### src/rtl/core/tmt_pkg.sv
// Shared constants, types and helpers of the timer slot table.
`timescale 1ns / 1ps
package tmt_pkg;

  // Table geometry
  localparam int SLOTS   = 16;
  localparam int ID_BITS = 16;
  localparam int CNT_W   = (SLOTS > 1) ? $clog2(SLOTS) : 1;

  // Field widths
  localparam int FUNC_W = 2;
  localparam int DT_W   = 16;
  localparam int TID_W  = 16;
  localparam int IVAL_W = 31;
  localparam int EL_W   = 32;
  localparam int STAT_W = 3;
  localparam int RID_W  = 16;
  localparam int CMP_W  = (ID_BITS > TID_W) ? ID_BITS : TID_W;
  localparam int XID_W  = (CMP_W > RID_W) ? CMP_W : RID_W;

  // Request function codes
  localparam logic [FUNC_W-1:0] FN_TICK  = 2'd0;
  localparam logic [FUNC_W-1:0] FN_REG   = 2'd1;
  localparam logic [FUNC_W-1:0] FN_UNREG = 2'd2;
  localparam logic [FUNC_W-1:0] FN_SET   = 2'd3;

  // Result status codes
  localparam logic [STAT_W-1:0] ST_FIRED      = 3'd0;
  localparam logic [STAT_W-1:0] ST_NOFIRE     = 3'd1;
  localparam logic [STAT_W-1:0] ST_REGISTERED = 3'd2;
  localparam logic [STAT_W-1:0] ST_FULL       = 3'd3;
  localparam logic [STAT_W-1:0] ST_DONE       = 3'd4;

  // Latched request, broadcast to every cell
  typedef struct packed {
    logic               is_reg;
    logic [DT_W-1:0]    delta;
    logic [ID_BITS-1:0] new_id;
    logic [TID_W-1:0]   tid;
    logic [IVAL_W-1:0]  interval;
  } tmt_cmd_t;

  // Per-cycle strobes from the controller
  typedef struct packed {
    logic upd;
    logic shift;
    logic unreg;
  } tmt_ctl_t;

  // Fire report travelling down the chain
  typedef struct packed {
    logic               flag;
    logic [ID_BITS-1:0] id;
  } tmt_rep_t;

  // Slot ident against a request id; id bits above ID_BITS never match
  function automatic logic id_match(logic [ID_BITS-1:0] ident, logic [TID_W-1:0] tid);
    logic [CMP_W-1:0] a;
    logic [CMP_W-1:0] b;
    a = CMP_W'(ident);
    b = CMP_W'(tid);
    return a == b;
  endfunction

  // Slot ident as a result id
  function automatic logic [RID_W-1:0] id_to_rid(logic [ID_BITS-1:0] ident);
    logic [XID_W-1:0] x;
    x = XID_W'(ident);
    return x[RID_W-1:0];
  endfunction

endpackage

### src/rtl/core/tmt_if.sv
// Request and response channel interfaces of the timer slot table.
`timescale 1ns / 1ps
interface tmt_in_if;
  logic        valid;
  logic        ready;
  logic [1:0]  func;
  logic [15:0] delta_time;
  logic [15:0] timer_id;
  logic [30:0] new_interval;

  modport source (output valid, func, delta_time, timer_id, new_interval, input ready);
  modport sink   (input valid, func, delta_time, timer_id, new_interval, output ready);
endinterface

interface tmt_out_if;
  logic        valid;
  logic        ready;
  logic [2:0]  status;
  logic [15:0] result_id;
  logic        last;

  modport source (output valid, status, result_id, last, input ready);
  modport sink   (input valid, status, result_id, last, output ready);
endinterface

### src/rtl/core/tmt_cell.sv
// One timer slot: state, tick update, search token stage and fire report stage.
`timescale 1ns / 1ps
module tmt_cell (
  input  logic              clk,
  input  logic              rst,
  input  tmt_pkg::tmt_cmd_t cmd,
  input  tmt_pkg::tmt_ctl_t ctl,
  input  logic              tok_in,
  output logic              tok_out,
  output logic              tok,
  input  tmt_pkg::tmt_rep_t rep_in,
  output tmt_pkg::tmt_rep_t rep_out
);
  import tmt_pkg::*;

  logic               used;
  logic               pending;
  logic [ID_BITS-1:0] ident;
  logic [IVAL_W-1:0]  interval;
  logic [EL_W-1:0]    elapsed;
  tmt_rep_t           rep;

  logic            armed;
  logic [EL_W:0]   sum;
  logic [EL_W-1:0] elapsed_next;
  logic            match;
  logic            hit;

  // Saturating elapsed update
  assign armed        = used && !pending && (interval != '0);
  assign sum          = {1'b0, elapsed} + (EL_W + 1)'(cmd.delta);
  assign elapsed_next = sum[EL_W] ? '1 : sum[EL_W-1:0];

  // Search token: free slot for register, lowest matching slot for set interval
  assign match   = used && id_match(ident, cmd.tid);
  assign hit     = tok && (cmd.is_reg ? !used : match);
  assign tok_out = tok && !hit;
  assign rep_out = rep;

  // Control state
  always_ff @(posedge clk) begin
    if (rst) begin
      used    <= 1'b0;
      pending <= 1'b0;
      tok     <= 1'b0;
    end else begin
      tok <= tok_in;
      if (ctl.upd && used && pending) begin
        used    <= 1'b0;
        pending <= 1'b0;
      end
      if (ctl.unreg && match) begin
        pending <= 1'b1;
      end
      if (hit && cmd.is_reg) begin
        used    <= 1'b1;
        pending <= 1'b0;
      end
    end
  end

  // Slot payload and report stage
  always_ff @(posedge clk) begin
    if (ctl.upd) begin
      if (armed) begin
        elapsed <= elapsed_next;
      end
      rep.flag <= armed && (elapsed_next > {1'b0, interval});
      rep.id   <= ident;
    end else if (ctl.shift) begin
      rep <= rep_in;
    end
    if (hit) begin
      elapsed <= '0;
      if (cmd.is_reg) begin
        ident    <= cmd.new_id;
        interval <= '0;
      end else begin
        interval <= cmd.interval;
      end
    end
  end

endmodule

### src/rtl/core/multi_slot_software_timer_table.sv
// Top level of the timer slot table: request control, cell chain and result register.
`timescale 1ns / 1ps
// A table of SLOTS timer slots held in a chain of cells, one slot per cell, working on
// one request at a time. A tick updates every slot at once, then the fire reports shift
// down the chain to the head, one slot per cycle save while a fire result waits on a full
// result register, and the final state loads the last result. Register and set interval
// pass a search token along the chain, one cell per cycle, and then load their result.
// Unregister marks every matching slot for removal at the next tick and then loads its
// result. The results of a tick come out in slot order, the last one flagged. A new
// request is taken once the previous one has put its final result into the output
// register.
module multi_slot_software_timer_table (
  input  logic clk,
  input  logic rst,
  tmt_in_if.sink    req,
  tmt_out_if.source rsp
);
  import tmt_pkg::*;

  localparam logic [2:0] S_IDLE  = 3'd0;
  localparam logic [2:0] S_UPD   = 3'd1;
  localparam logic [2:0] S_SHIFT = 3'd2;
  localparam logic [2:0] S_FINAL = 3'd3;
  localparam logic [2:0] S_WALK  = 3'd4;
  localparam logic [2:0] S_UNREG = 3'd5;
  localparam logic [2:0] S_EMIT  = 3'd6;

  logic [2:0]         state;
  logic [CNT_W-1:0]   cnt;
  logic [ID_BITS-1:0] next_ident;
  tmt_cmd_t           cmd;
  logic               held_v;
  logic [ID_BITS-1:0] held_id;
  logic [STAT_W-1:0]  res_status;
  logic [RID_W-1:0]   res_id;

  logic               o_valid;
  logic [STAT_W-1:0]  o_status;
  logic [RID_W-1:0]   o_id;
  logic               o_last;

  logic               accept;
  logic               start;
  logic               can_load;
  logic               advance;
  logic               cnt_end;
  logic               out_load;
  logic [STAT_W-1:0]  ld_status;
  logic [RID_W-1:0]   ld_id;
  logic               ld_last;
  tmt_ctl_t           ctl;
  tmt_rep_t           head;

  logic [SLOTS:0]     tok_pass;
  logic [SLOTS-1:0]   tok_vec;
  tmt_rep_t           rep [SLOTS+1];

  assign accept    = req.valid && req.ready;
  assign start     = accept && (req.func == FN_REG || req.func == FN_SET);
  assign req.ready = (state == S_IDLE);
  assign can_load  = !o_valid || rsp.ready;
  assign cnt_end   = (cnt == CNT_W'(SLOTS - 1));
  assign head      = rep[0];

  assign rsp.valid     = o_valid;
  assign rsp.status    = o_status;
  assign rsp.result_id = o_id;
  assign rsp.last      = o_last;

  // Cell chain: token runs up from cell 0, reports shift down toward cell 0
  assign tok_pass[0] = start;
  assign rep[SLOTS]  = '0;

  for (genvar i = 0; i < SLOTS; i++) begin : g_cell
    tmt_cell u_cell (
      .clk     (clk),
      .rst     (rst),
      .cmd     (cmd),
      .ctl     (ctl),
      .tok_in  (tok_pass[i]),
      .tok_out (tok_pass[i+1]),
      .tok     (tok_vec[i]),
      .rep_in  (rep[i+1]),
      .rep_out (rep[i])
    );
  end

  // Strobes and result register load
  always_comb begin
    ctl       = '0;
    advance   = 1'b0;
    out_load  = 1'b0;
    ld_status = ST_DONE;
    ld_id     = '0;
    ld_last   = 1'b1;
    unique case (state)
      S_UPD: begin
        ctl.upd = 1'b1;
      end
      S_SHIFT: begin
        advance   = !(head.flag && held_v) || can_load;
        ctl.shift = advance;
        if (advance && head.flag && held_v) begin
          out_load  = 1'b1;
          ld_status = ST_FIRED;
          ld_id     = id_to_rid(held_id);
          ld_last   = 1'b0;
        end
      end
      S_FINAL: begin
        out_load  = can_load;
        ld_status = held_v ? ST_FIRED : ST_NOFIRE;
        ld_id     = held_v ? id_to_rid(held_id) : '0;
      end
      S_UNREG: begin
        ctl.unreg = 1'b1;
      end
      S_EMIT: begin
        out_load  = can_load;
        ld_status = res_status;
        ld_id     = res_id;
      end
      default: begin
      end
    endcase
  end

  // Sequencer
  always_ff @(posedge clk) begin
    if (rst) begin
      state      <= S_IDLE;
      cnt        <= '0;
      next_ident <= '0;
      held_v     <= 1'b0;
    end else begin
      unique case (state)
        S_IDLE: begin
          cnt <= '0;
          if (accept) begin
            unique case (req.func)
              FN_TICK: begin
                held_v <= 1'b0;
                state  <= S_UPD;
              end
              FN_REG: begin
                next_ident <= next_ident + 1'b1;
                state      <= S_WALK;
              end
              FN_UNREG: state <= S_UNREG;
              FN_SET:   state <= S_WALK;
              default:  state <= S_IDLE;
            endcase
          end
        end
        S_UPD: begin
          cnt   <= '0;
          state <= S_SHIFT;
        end
        S_SHIFT: begin
          if (advance) begin
            cnt <= cnt + 1'b1;
            if (head.flag) begin
              held_v <= 1'b1;
            end
            if (cnt_end) begin
              state <= S_FINAL;
            end
          end
        end
        S_WALK: begin
          cnt <= cnt + 1'b1;
          if (cnt_end) begin
            state <= S_EMIT;
          end
        end
        S_UNREG: state <= S_EMIT;
        S_FINAL, S_EMIT: begin
          if (can_load) begin
            state <= S_IDLE;
          end
        end
        default: state <= S_IDLE;
      endcase
    end
  end

  // Request latch and result payload
  always_ff @(posedge clk) begin
    if (accept) begin
      cmd.is_reg   <= (req.func == FN_REG);
      cmd.delta    <= req.delta_time;
      cmd.new_id   <= next_ident + 1'b1;
      cmd.tid      <= req.timer_id;
      cmd.interval <= req.new_interval;
    end
    if (state == S_SHIFT && advance && head.flag) begin
      held_id <= head.id;
    end
    if (state == S_WALK && cnt_end) begin
      if (cmd.is_reg) begin
        res_status <= tok_pass[SLOTS] ? ST_FULL : ST_REGISTERED;
        res_id     <= id_to_rid(cmd.new_id);
      end else begin
        res_status <= ST_DONE;
        res_id     <= '0;
      end
    end
    if (state == S_UNREG) begin
      res_status <= ST_DONE;
      res_id     <= '0;
    end
    if (out_load) begin
      o_status <= ld_status;
      o_id     <= ld_id;
      o_last   <= ld_last;
    end
  end

  // Output valid
  always_ff @(posedge clk) begin
    if (rst) begin
      o_valid <= 1'b0;
    end else if (out_load) begin
      o_valid <= 1'b1;
    end else if (rsp.ready) begin
      o_valid <= 1'b0;
    end
  end

  // The search token is never duplicated
  a_tok_single: assert property (@(posedge clk) disable iff (rst) $onehot0(tok_vec))
    else $error("more than one search token in the chain");

  // No token left over while idle
  a_tok_idle: assert property (@(posedge clk) disable iff (rst)
    (state == S_IDLE) |-> (tok_vec == '0))
    else $error("search token alive while idle");

  // A held result never overwrites one not yet taken
  a_no_overwrite: assert property (@(posedge clk) disable iff (rst)
    out_load |-> (!rsp.valid || rsp.ready))
    else $error("result register overwritten");

  // Each tick starts with no held fire report
  a_tick_clean: assert property (@(posedge clk) disable iff (rst)
    (state == S_UPD) |-> !held_v)
    else $error("stale fire report at tick start");

endmodule
### src/flat_wrapper.sv
// flat-port wrapper written by rule: the top's interface ports become plain ports
module multi_slot_software_timer_table_flat import tmt_pkg::*;
  (clk, rst, req_valid, req_func, req_delta_time, req_timer_id, req_new_interval, req_ready, rsp_valid, rsp_status, rsp_result_id, rsp_last, rsp_ready);
  tmt_in_if req_i ();
  tmt_out_if rsp_i ();
  input  logic clk;
  input  logic rst;
  input wire logic [$bits(req_i.valid)-1:0] req_valid;
  input wire logic [$bits(req_i.func)-1:0] req_func;
  input wire logic [$bits(req_i.delta_time)-1:0] req_delta_time;
  input wire logic [$bits(req_i.timer_id)-1:0] req_timer_id;
  input wire logic [$bits(req_i.new_interval)-1:0] req_new_interval;
  output wire logic [$bits(req_i.ready)-1:0] req_ready;
  output wire logic [$bits(rsp_i.valid)-1:0] rsp_valid;
  output wire logic [$bits(rsp_i.status)-1:0] rsp_status;
  output wire logic [$bits(rsp_i.result_id)-1:0] rsp_result_id;
  output wire logic [$bits(rsp_i.last)-1:0] rsp_last;
  input wire logic [$bits(rsp_i.ready)-1:0] rsp_ready;
  assign req_i.valid = req_valid;
  assign req_i.func = req_func;
  assign req_i.delta_time = req_delta_time;
  assign req_i.timer_id = req_timer_id;
  assign req_i.new_interval = req_new_interval;
  assign req_ready = req_i.ready;
  assign rsp_valid = rsp_i.valid;
  assign rsp_status = rsp_i.status;
  assign rsp_result_id = rsp_i.result_id;
  assign rsp_last = rsp_i.last;
  assign rsp_i.ready = rsp_ready;
  multi_slot_software_timer_table u_core (.clk(clk), .rst(rst), .req(req_i), .rsp(rsp_i));
endmodule
### config.mk
export PLATFORM = sky130hd
export DESIGN_NAME = multi_slot_software_timer_table_flat
export DESIGN_NICKNAME = d
export VERILOG_FILES = /design/src/rtl/core/tmt_pkg.sv /design/src/rtl/core/tmt_if.sv /design/src/rtl/core/tmt_cell.sv /design/src/rtl/core/multi_slot_software_timer_table.sv /design/src/flat_wrapper.sv
export SDC_FILE = /design/constraint.sdc
export NUM_CORES = 2
export LEC_CHECK = 0
export BUFFER_PORTS_ARGS = -buffer_cell sky130_fd_sc_hd__clkbuf_2
export CORE_ASPECT_RATIO = 1.1
export CORE_MARGIN = 4
export CORE_UTILIZATION = 37
export DETAILED_ROUTE_END_ITERATION = 8
export GPL_TIMING_DRIVEN = 0
export HOLD_SLACK_MARGIN = 0.03
export MAX_ROUTING_LAYER = met4
export PLACE_DENSITY = 0.53
export SLEW_MARGIN = 10
export SYNTH_ARGS = -nofsm -noshare
export SYNTH_HDL_FRONTEND = slang
export SYNTH_SLANG_ARGS = --single-unit
### constraint.sdc
create_clock -name clk -period 25.6 [get_ports clk]
set_clock_uncertainty 0.2 [all_clocks]
set_input_delay 2.56 -clock clk [delete_from_list [all_inputs] [get_ports clk]]
set_output_delay 2.56 -clock clk [all_outputs]
set_load 0.005 [all_outputs]
Word-level counts from Yosys, hierarchy flattened
Index checks and enable logic that the tools add are counted.
{"block": "word_totals", "ff_bits": 1744, "input_bits": 69, "elab_cells": 685}
{"block": "classes", "addsub": 18, "magnitude_cmp": 16, "eq_ne": 33, "mux": 144, "reduce_logical": 330}
{"cell": "17-bit two-way mux", "n": 32}
{"cell": "32-bit by 16-bit adder with 33-bit output", "n": 16}
{"cell": "32-bit by 31-bit greater-than comparator with 1-bit output", "n": 16}
{"cell": "32-bit two-way mux", "n": 16}
{"cell": "31-bit nonzero test", "n": 16}
{"cell": "16-bit equality test", "n": 16}
{"cell": "1-bit logical AND", "n": 168}
{"cell": "1-bit two-way mux", "n": 77}
{"cell": "2-bit nonzero test", "n": 35}
{"cell": "2-bit AND reduction", "n": 33}
{"cell": "1-bit logical NOT", "n": 50}
{"cell": "16-bit two-way mux", "n": 3}
{"cell": "16-bit one-hot mux with 3 select lines", "n": 1}
{"cell": "2-bit OR reduction", "n": 19}
{"cell": "31-bit two-way mux", "n": 1}
{"cell": "3-bit two-way mux", "n": 7}
{"cell": "3-bit one-hot mux with 3 select lines", "n": 2}
{"cell": "3-bit one-hot mux with 6 select lines", "n": 1}
{"cell": "16-bit by 1-bit adder with 16-bit output, second input constant", "n": 1}
{"cell": "4-bit one-hot mux with 3 select lines", "n": 1}
{"cell": "5-bit AND reduction", "n": 2}
{"cell": "3-bit equality test, second input constant", "n": 3}
{"cell": "2-bit by 1-bit != test with 1-bit output, second input constant", "n": 4}
{"cell": "3-bit by 2-bit equality test with 1-bit output, second input constant", "n": 2}
{"cell": "13 further kinds", "n": 19}

Longest topological paths before layout
{"block": "logic_depth", "depth_word": 8, "depth_mapped": 22, "depth_no_buf": 22}

By module
A second synthesis with hierarchy kept.
{"block": "unflattened", "cells_unflattened": 9967, "hier_area_um2": 101895.2}
{"module": "tmt_cell at u_core.g_cell[10].u_cell ...", "instances": 10, "cells_each": 595, "area_each_um2": 5958.2}
{"module": "tmt_cell at u_core.g_cell[0].u_cell ...", "instances": 3, "cells_each": 592, "area_each_um2": 6054.6}
{"module": "tmt_cell at u_core.g_cell[8].u_cell", "instances": 1, "cells_each": 611, "area_each_um2": 6159.7}
{"module": "tmt_cell at u_core.g_cell[15].u_cell", "instances": 1, "cells_each": 604, "area_each_um2": 6065.8}
{"module": "tmt_cell at u_core.g_cell[9].u_cell", "instances": 1, "cells_each": 598, "area_each_um2": 6010.8}
{"module": "multi_slot_software_timer_table", "instances": 1, "cells_each": 428, "area_each_um2": 5913.2}

Worst setup path after synthesis
OpenSTA, ideal clock, no wires.
{"block": "synth_path", "path_type": "input-to-reg", "startpoint": "input rsp_ready", "endpoint": "register u_core.g_cell[0].u_cell.rep_out[0] (netlist name)", "setup_ns": 0.910, "t_arrival_ns": 14.254, "t_required_ns": 24.490, "path_slack_ns": 10.236, "stages": 5, "cell_sequence": "nand2b_1 > nor2_1 > nor3b_1 > nor2_1 > nor2_1"}
{"block": "synth_between", "elab_chain_len": 4}
{"element": "start: declaration", "line": "flat_wrapper.sv:18", "rtl": "input wire logic [$bits(rsp_i.ready)-1:0] rsp_ready;"}
{"element": "1-bit logical OR", "line": "multi_slot_software_timer_table.sv:61", "rtl": "assign can_load = !o_valid || rsp.ready;"}
{"element": "1-bit logical OR", "line": "multi_slot_software_timer_table.sv:101", "rtl": "advance = !(head.flag && held_v) || can_load;"}
{"element": "1-bit two-way mux", "line": "multi_slot_software_timer_table.sv:96", "rtl": "unique case (state)"}
{"element": "2-bit nonzero test (no source line)"}
Every way passes these cells.
A chain may end at the register's enable or synchronous reset.

Worst setup path after layout
{"block": "layout_path", "startpoint": "register u_core.cmd[63] (netlist name)", "endpoint": "register u_core.g_cell[7].u_cell.rep_out[16] (netlist name)"}
{"block": "layout_between", "elab_chain_len": 5}
{"element": "32-bit by 16-bit adder with 33-bit output", "line": "tmt_cell.sv:31", "rtl": "assign sum = {1'b0, elapsed} + (EL_W + 1)'(cmd.delta);"}
{"element": "32-bit two-way mux", "line": "tmt_cell.sv:32", "rtl": "assign elapsed_next = sum[EL_W] ? '1 : sum[EL_W-1:0];"}
{"element": "via u_core.g_cell[7].u_cell.elapsed_next[1]", "line": "tmt_cell.sv:25", "rtl": "logic [EL_W-1:0] elapsed_next;"}
{"element": "32-bit by 31-bit greater-than comparator with 1-bit output", "line": "tmt_cell.sv:68", "rtl": "rep.flag <= armed && (elapsed_next > {1'b0, interval});"}
{"element": "1-bit logical AND", "line": "tmt_cell.sv:68"}
{"element": "17-bit two-way mux", "line": "tmt_cell.sv:64", "rtl": "if (ctl.upd) begin"}
The timed path passes the listed nets, and every way through them passes these cells.

==> flow_results.xml <==
<?xml version="1.0" encoding="UTF-8"?>
<metrics>
  <group name="routing">
    <metric name="drt.antenna.violating_nets" unit="">0</metric>
    <metric name="met2WireLength" unit="um">156000</metric>
    <metric name="drt-initial-drc-count" unit="">6787</metric>
    <metric name="dr.max_layer_used" unit="">met4</metric>
    <metric name="drt_drc_violations_left" unit="">0</metric>
    <metric name="route.vias.total" unit="">76583</metric>
    <metric name="met1_routed_length" unit="um">138000</metric>
    <metric name="wl_met3" unit="um">19000</metric>
    <metric name="routed_wirelength" unit="um">325000</metric>
    <metric name="routedWlPerCell" unit="um">23.5</metric>
    <metric name="avgViaCountPerCell" unit="">5.53</metric>
    <metric name="firstDrtPassIters" unit="">6</metric>
  </group>
  <group name="power_and_ir_drop">
    <metric name="seq_power_share" unit="%">40.2</metric>
    <metric name="pwr-share-comb" unit="%">28.1</metric>
    <metric name="static-leakage-power" unit="uW">0.0453</metric>
    <metric name="cellPowerDensity" unit="nW/um^2">83.0</metric>
    <metric name="worst_case_vdd_ir_drop" unit="mV">0.0852</metric>
    <metric name="p_switching" unit="uW">3160</metric>
    <metric name="internal_power_of_the_cells" unit="uW">6020</metric>
    <metric name="power_frac_clock" unit="%">31.7</metric>
    <metric name="switching_share" unit="%">34.4</metric>
  </group>
  <group name="run_status">
    <metric name="status" unit="">finished clean</metric>
  </group>
  <group name="synthesis">
    <metric name="synth_adder_area_share" unit="%">10.1</metric>
    <metric name="synthesis.area_per_instance" unit="um^2">9.85</metric>
    <metric name="synth_enable_flop_cells" unit="">1140</metric>
    <metric name="synth_xor_area_share" unit="%">5.83</metric>
    <metric name="synth_mux_area_share" unit="%">0.844</metric>
    <metric name="synthesized_netlist_net_count" unit="">10606</metric>
    <metric name="netlist.top_cell.by_area" unit="">edfxtp_1</metric>
    <metric name="synth.yosys.seq_area_share" unit="%">48.2</metric>
    <metric name="postSynthRegisterBits" unit="">1744</metric>
    <metric name="syn-instance-count" unit="">9767</metric>
    <metric name="synth-compound-area-share" unit="%">13.6</metric>
    <metric name="synth.lib_cells_used.distinct" unit="">104</metric>
    <metric name="synth_warnings" unit="">0</metric>
    <metric name="post_synth_instance_area" unit="um^2">96200</metric>
    <metric name="yosys.area_share.simple" unit="%">17.4</metric>
    <metric name="yosys.area.top_type_share" unit="%">35.6</metric>
    <metric name="synthArstFlopShare" unit="%">0</metric>
    <metric name="ys_top_cells_by_area" unit="">edfxtp_1, dfxtp_1, ha_1, nand2_1, xnor2_1</metric>
    <metric name="synth_top_family_by_area" unit="">simple AND/OR/NAND/NOR gates</metric>
    <metric name="yosys_most_used_dff" unit="">edfxtp_1</metric>
  </group>
  <group name="floorplan">
    <metric name="ioPinCount" unit="">91</metric>
    <metric name="std_cell_rows" unit="">196</metric>
    <metric name="design.core.area" unit="um^2">259000</metric>
    <metric name="chip_width" unit="um">494</metric>
    <metric name="dieHeight" unit="um">543</metric>
    <metric name="start_util" unit="%">37.1</metric>
    <metric name="floorplan.die_area" unit="um^2">268000</metric>
  </group>
  <group name="setup_path">
    <metric name="crit_required" unit="ns">25.89</metric>
    <metric name="critical_path.max_fanout" unit="">10</metric>
    <metric name="criticalPathCategory" unit="">register to register</metric>
    <metric name="worstSetupStartpointType" unit="">register</metric>
    <metric name="critical_path_arrival" unit="ns">7.25</metric>
    <metric name="worst_setup_path_end_kind" unit="">register</metric>
  </group>
  <group name="cts">
    <metric name="cts_tree" unit="">done</metric>
    <metric name="post_cts_hold_buffer_count" unit="">0</metric>
    <metric name="numCtsBuffers" unit="">199</metric>
    <metric name="clkTransAtPathRegs" unit="ns">0.07</metric>
    <metric name="postcts_setup_bufs" unit="">0</metric>
    <metric name="clock_tree.htree_level_count" unit="">4</metric>
    <metric name="worstSkewPairLatency" unit="ns">0.86</metric>
    <metric name="cts-resized-gates" unit="">0</metric>
    <metric name="cts_root_buffer" unit="">clkbuf_16</metric>
    <metric name="clock_sinks" unit="">1744</metric>
    <metric name="cts.path.max_buffers" unit="">3</metric>
  </group>
  <group name="hold_path">
    <metric name="hold_path.class" unit="">register to register</metric>
  </group>
  <group name="layout">
    <metric name="mostFrequentLayoutCells" unit="">nand2_1, edfxtp_1, nor2_1</metric>
    <metric name="sequential_cell_area" unit="um^2">46300</metric>
    <metric name="fin_nets" unit="">11014</metric>
    <metric name="multiInputGateArea" unit="um^2">46200</metric>
    <metric name="layout_cell_share_with_drive_strength_beyond_1" unit="%">7.37</metric>
    <metric name="filler_cell_count" unit="">24907</metric>
    <metric name="area_growth" unit="%">14.9</metric>
    <metric name="final_util" unit="%">42.7</metric>
    <metric name="most_frequent_standard_cell_in_the_layout_excluding_fill_and_tap_cells" unit="">nand2_1</metric>
  </group>
  <group name="timing">
    <metric name="final_critical_path_setup_slack" unit="ns">18.64</metric>
    <metric name="grt_setup_unrepaired" unit="">no</metric>
    <metric name="setup_viol_count_final" unit="">0</metric>
    <metric name="tns" unit="ns">0</metric>
    <metric name="final.period_utilization" unit="%">27.2</metric>
    <metric name="period_needed" unit="ns">6.96</metric>
    <metric name="fmax" unit="MHz">144</metric>
    <metric name="hold_viol_final" unit="">0</metric>
    <metric name="timing.max_slew.rel_slack" unit="%">11.6</metric>
    <metric name="timing_worst_slew_pin_value" unit="ns">1.33</metric>
    <metric name="drv_slew" unit="">0</metric>
  </group>
  <group name="placement">
    <metric name="place.detailed.hpwl" unit="um">241000</metric>
    <metric name="io_buffers" unit="">89</metric>
    <metric name="dp_slack" unit="ns">18.80</metric>
    <metric name="place.gp.congestion" unit="">0.897</metric>
  </group>
  <group name="global_route">
    <metric name="grt_first_pass_wirelength" unit="um">474000</metric>
    <metric name="grt_overflow" unit="">0</metric>
    <metric name="initial_antenna_violation_count" unit="">45</metric>
    <metric name="grt_max_degree" unit="">48</metric>
    <metric name="first_global_vias" unit="">74439</metric>
    <metric name="gr-usage-all-layers" unit="%">24.1</metric>
  </group>
  <group name="job">
    <metric name="cap_viol_max_count" unit="">0</metric>
  </group>
</metrics>
[path summary, 6_finish.rpt]
| kind | from | endpoint | slack (ns) | cells after the start |
|---|---|---|---|---|
| worst max-delay path | u_core.cmd[63]$_DFFE_PP_ | u_core.g_cell[7].u_cell.rep_out[16]$_DFFE_PP_ | 18.64 | 24 |
| worst min-delay path | u_core.g_cell[0].u_cell.rep_out[12]$_DFFE_PP_ | u_core.held_id[12]$_DFFE_PP_ | 0.22 | 0 |
| worst max register to register | u_core.cmd[63]$_DFFE_PP_ | u_core.g_cell[7].u_cell.rep_out[16]$_DFFE_PP_ | 18.64 | 24 |
| worst min register to register | u_core.g_cell[0].u_cell.rep_out[12]$_DFFE_PP_ | u_core.held_id[12]$_DFFE_PP_ | 0.22 | 0 |
[cell families after synthesis]
kind of cell	Yosys count
adders and majority gates	770
buffers and inverters	1008
and+or+nand+nor	3615
muxes	77
AOI/OAI and AO/OA	1913
DFF	1744
xor gates and xnor gates	640
[Yosys cell counts (72+ instances only)]
master,n
nand2_1,1437
edfxtp_1,1140
nor2_1,774
ha_1,754
inv_1,619
dfxtp_1,604
a21oi_1,508
xnor2_1,466
clkbuf_1,281
a311oi_1,279
o21ai_0,267
a21o_1,266
nand4_1,223
nand3_1,211
nor3_1,204
and3_1,183
xor2_1,174
nor4_1,166
a211oi_1,126
nor2b_1,112
o21a_1,100
and2_1,93
a31oi_1,72
[registers in the layout, summed over array words and instances (netlist names)]
register                       count
u_core.cmd                        80
u_core.g_cell.u_cell.elapsed     512
u_core.held_id                    16
u_core.g_cell.u_cell.rep_out     272
u_core.g_cell.u_cell.tok          16
u_core.rsp.valid                   1
u_core.cnt                         4
u_core.g_cell.u_cell.ident       256
u_core.held_v                      1
u_core.state                       3
u_core.rsp.result_id              16
u_core.g_cell.u_cell.interval    496
u_core.g_cell.u_cell.used         16
u_core.g_cell.u_cell.pending      16
u_core.next_ident                 16
u_core.res_id                     16
u_core.rsp.last                    1
u_core.res_status                  3
u_core.rsp.status                  3
[metal layers]
metal,track usage [%],vias up
met4,8.64,0
met3,3.09,592
li1,-,36232
met2,39.8,2395
met5,-,-
met1,30.4,37364
[worst max-delay path, cell delays in order (launching register included)]
cell and delay [ns]:
edfxtp_1 0.90, buf_16 0.23, buf_16 0.16, ha_1 0.22, inv_1 0.07, fa_1 0.40, nor2b_1 0.21, o31ai_2 0.11
a32oi_2 0.27, a221o_2 0.24, a31oi_4 0.17, or4_1 0.61, buf_2 0.23, buf_6 0.19, nand2_1 0.09, ha_1 0.24
nor2b_1 0.13, o21ai_0 0.15, nand2b_1 0.07, a21oi_1 0.18, o21ai_0 0.10, a221oi_1 0.53, o21ai_0 0.23, a211oi_1 0.29
o311ai_1 0.34
[final cells by class]
type	instances	share of cell area, %
plain buffers	388	1.44
well taps	3465	3.92
clock buffers	242	4.75
diodes	22	0.0498
clock inverters	135	1.21
inverters	620	2.11
multi-input cells	7015	41.8
flip-flops and latches	1744	41.9
repair buffers	207	2.79
[through the flow]
step / hold slack, ns / cell area [um^2] / cells / power [uW]
global placement: 0.203 / 101000 / 13321 / 6130
detailed placement: 0.205 / 104000 / 13439 / 6310
CTS: 0.218 / 110000 / 13816 / 9240
global route: 0.224 / 111000 / 13828 / 9560
floorplan: 0.200 / 96200 / 9767 / 5040
finish: 0.219 / 111000 / 13838 / 9180
[power groups by stage]
stage,registers [uW],clock network (uW),logic [uW]
after global routing,3700,3080,2780
after global placement,4020,0,2120
after floorplan,3700,0,1340
after CTS,3690,2960,2580
final,3690,2910,2580
after detailed placement,3750,0,2560
Power figures use the tool's default switching activity.
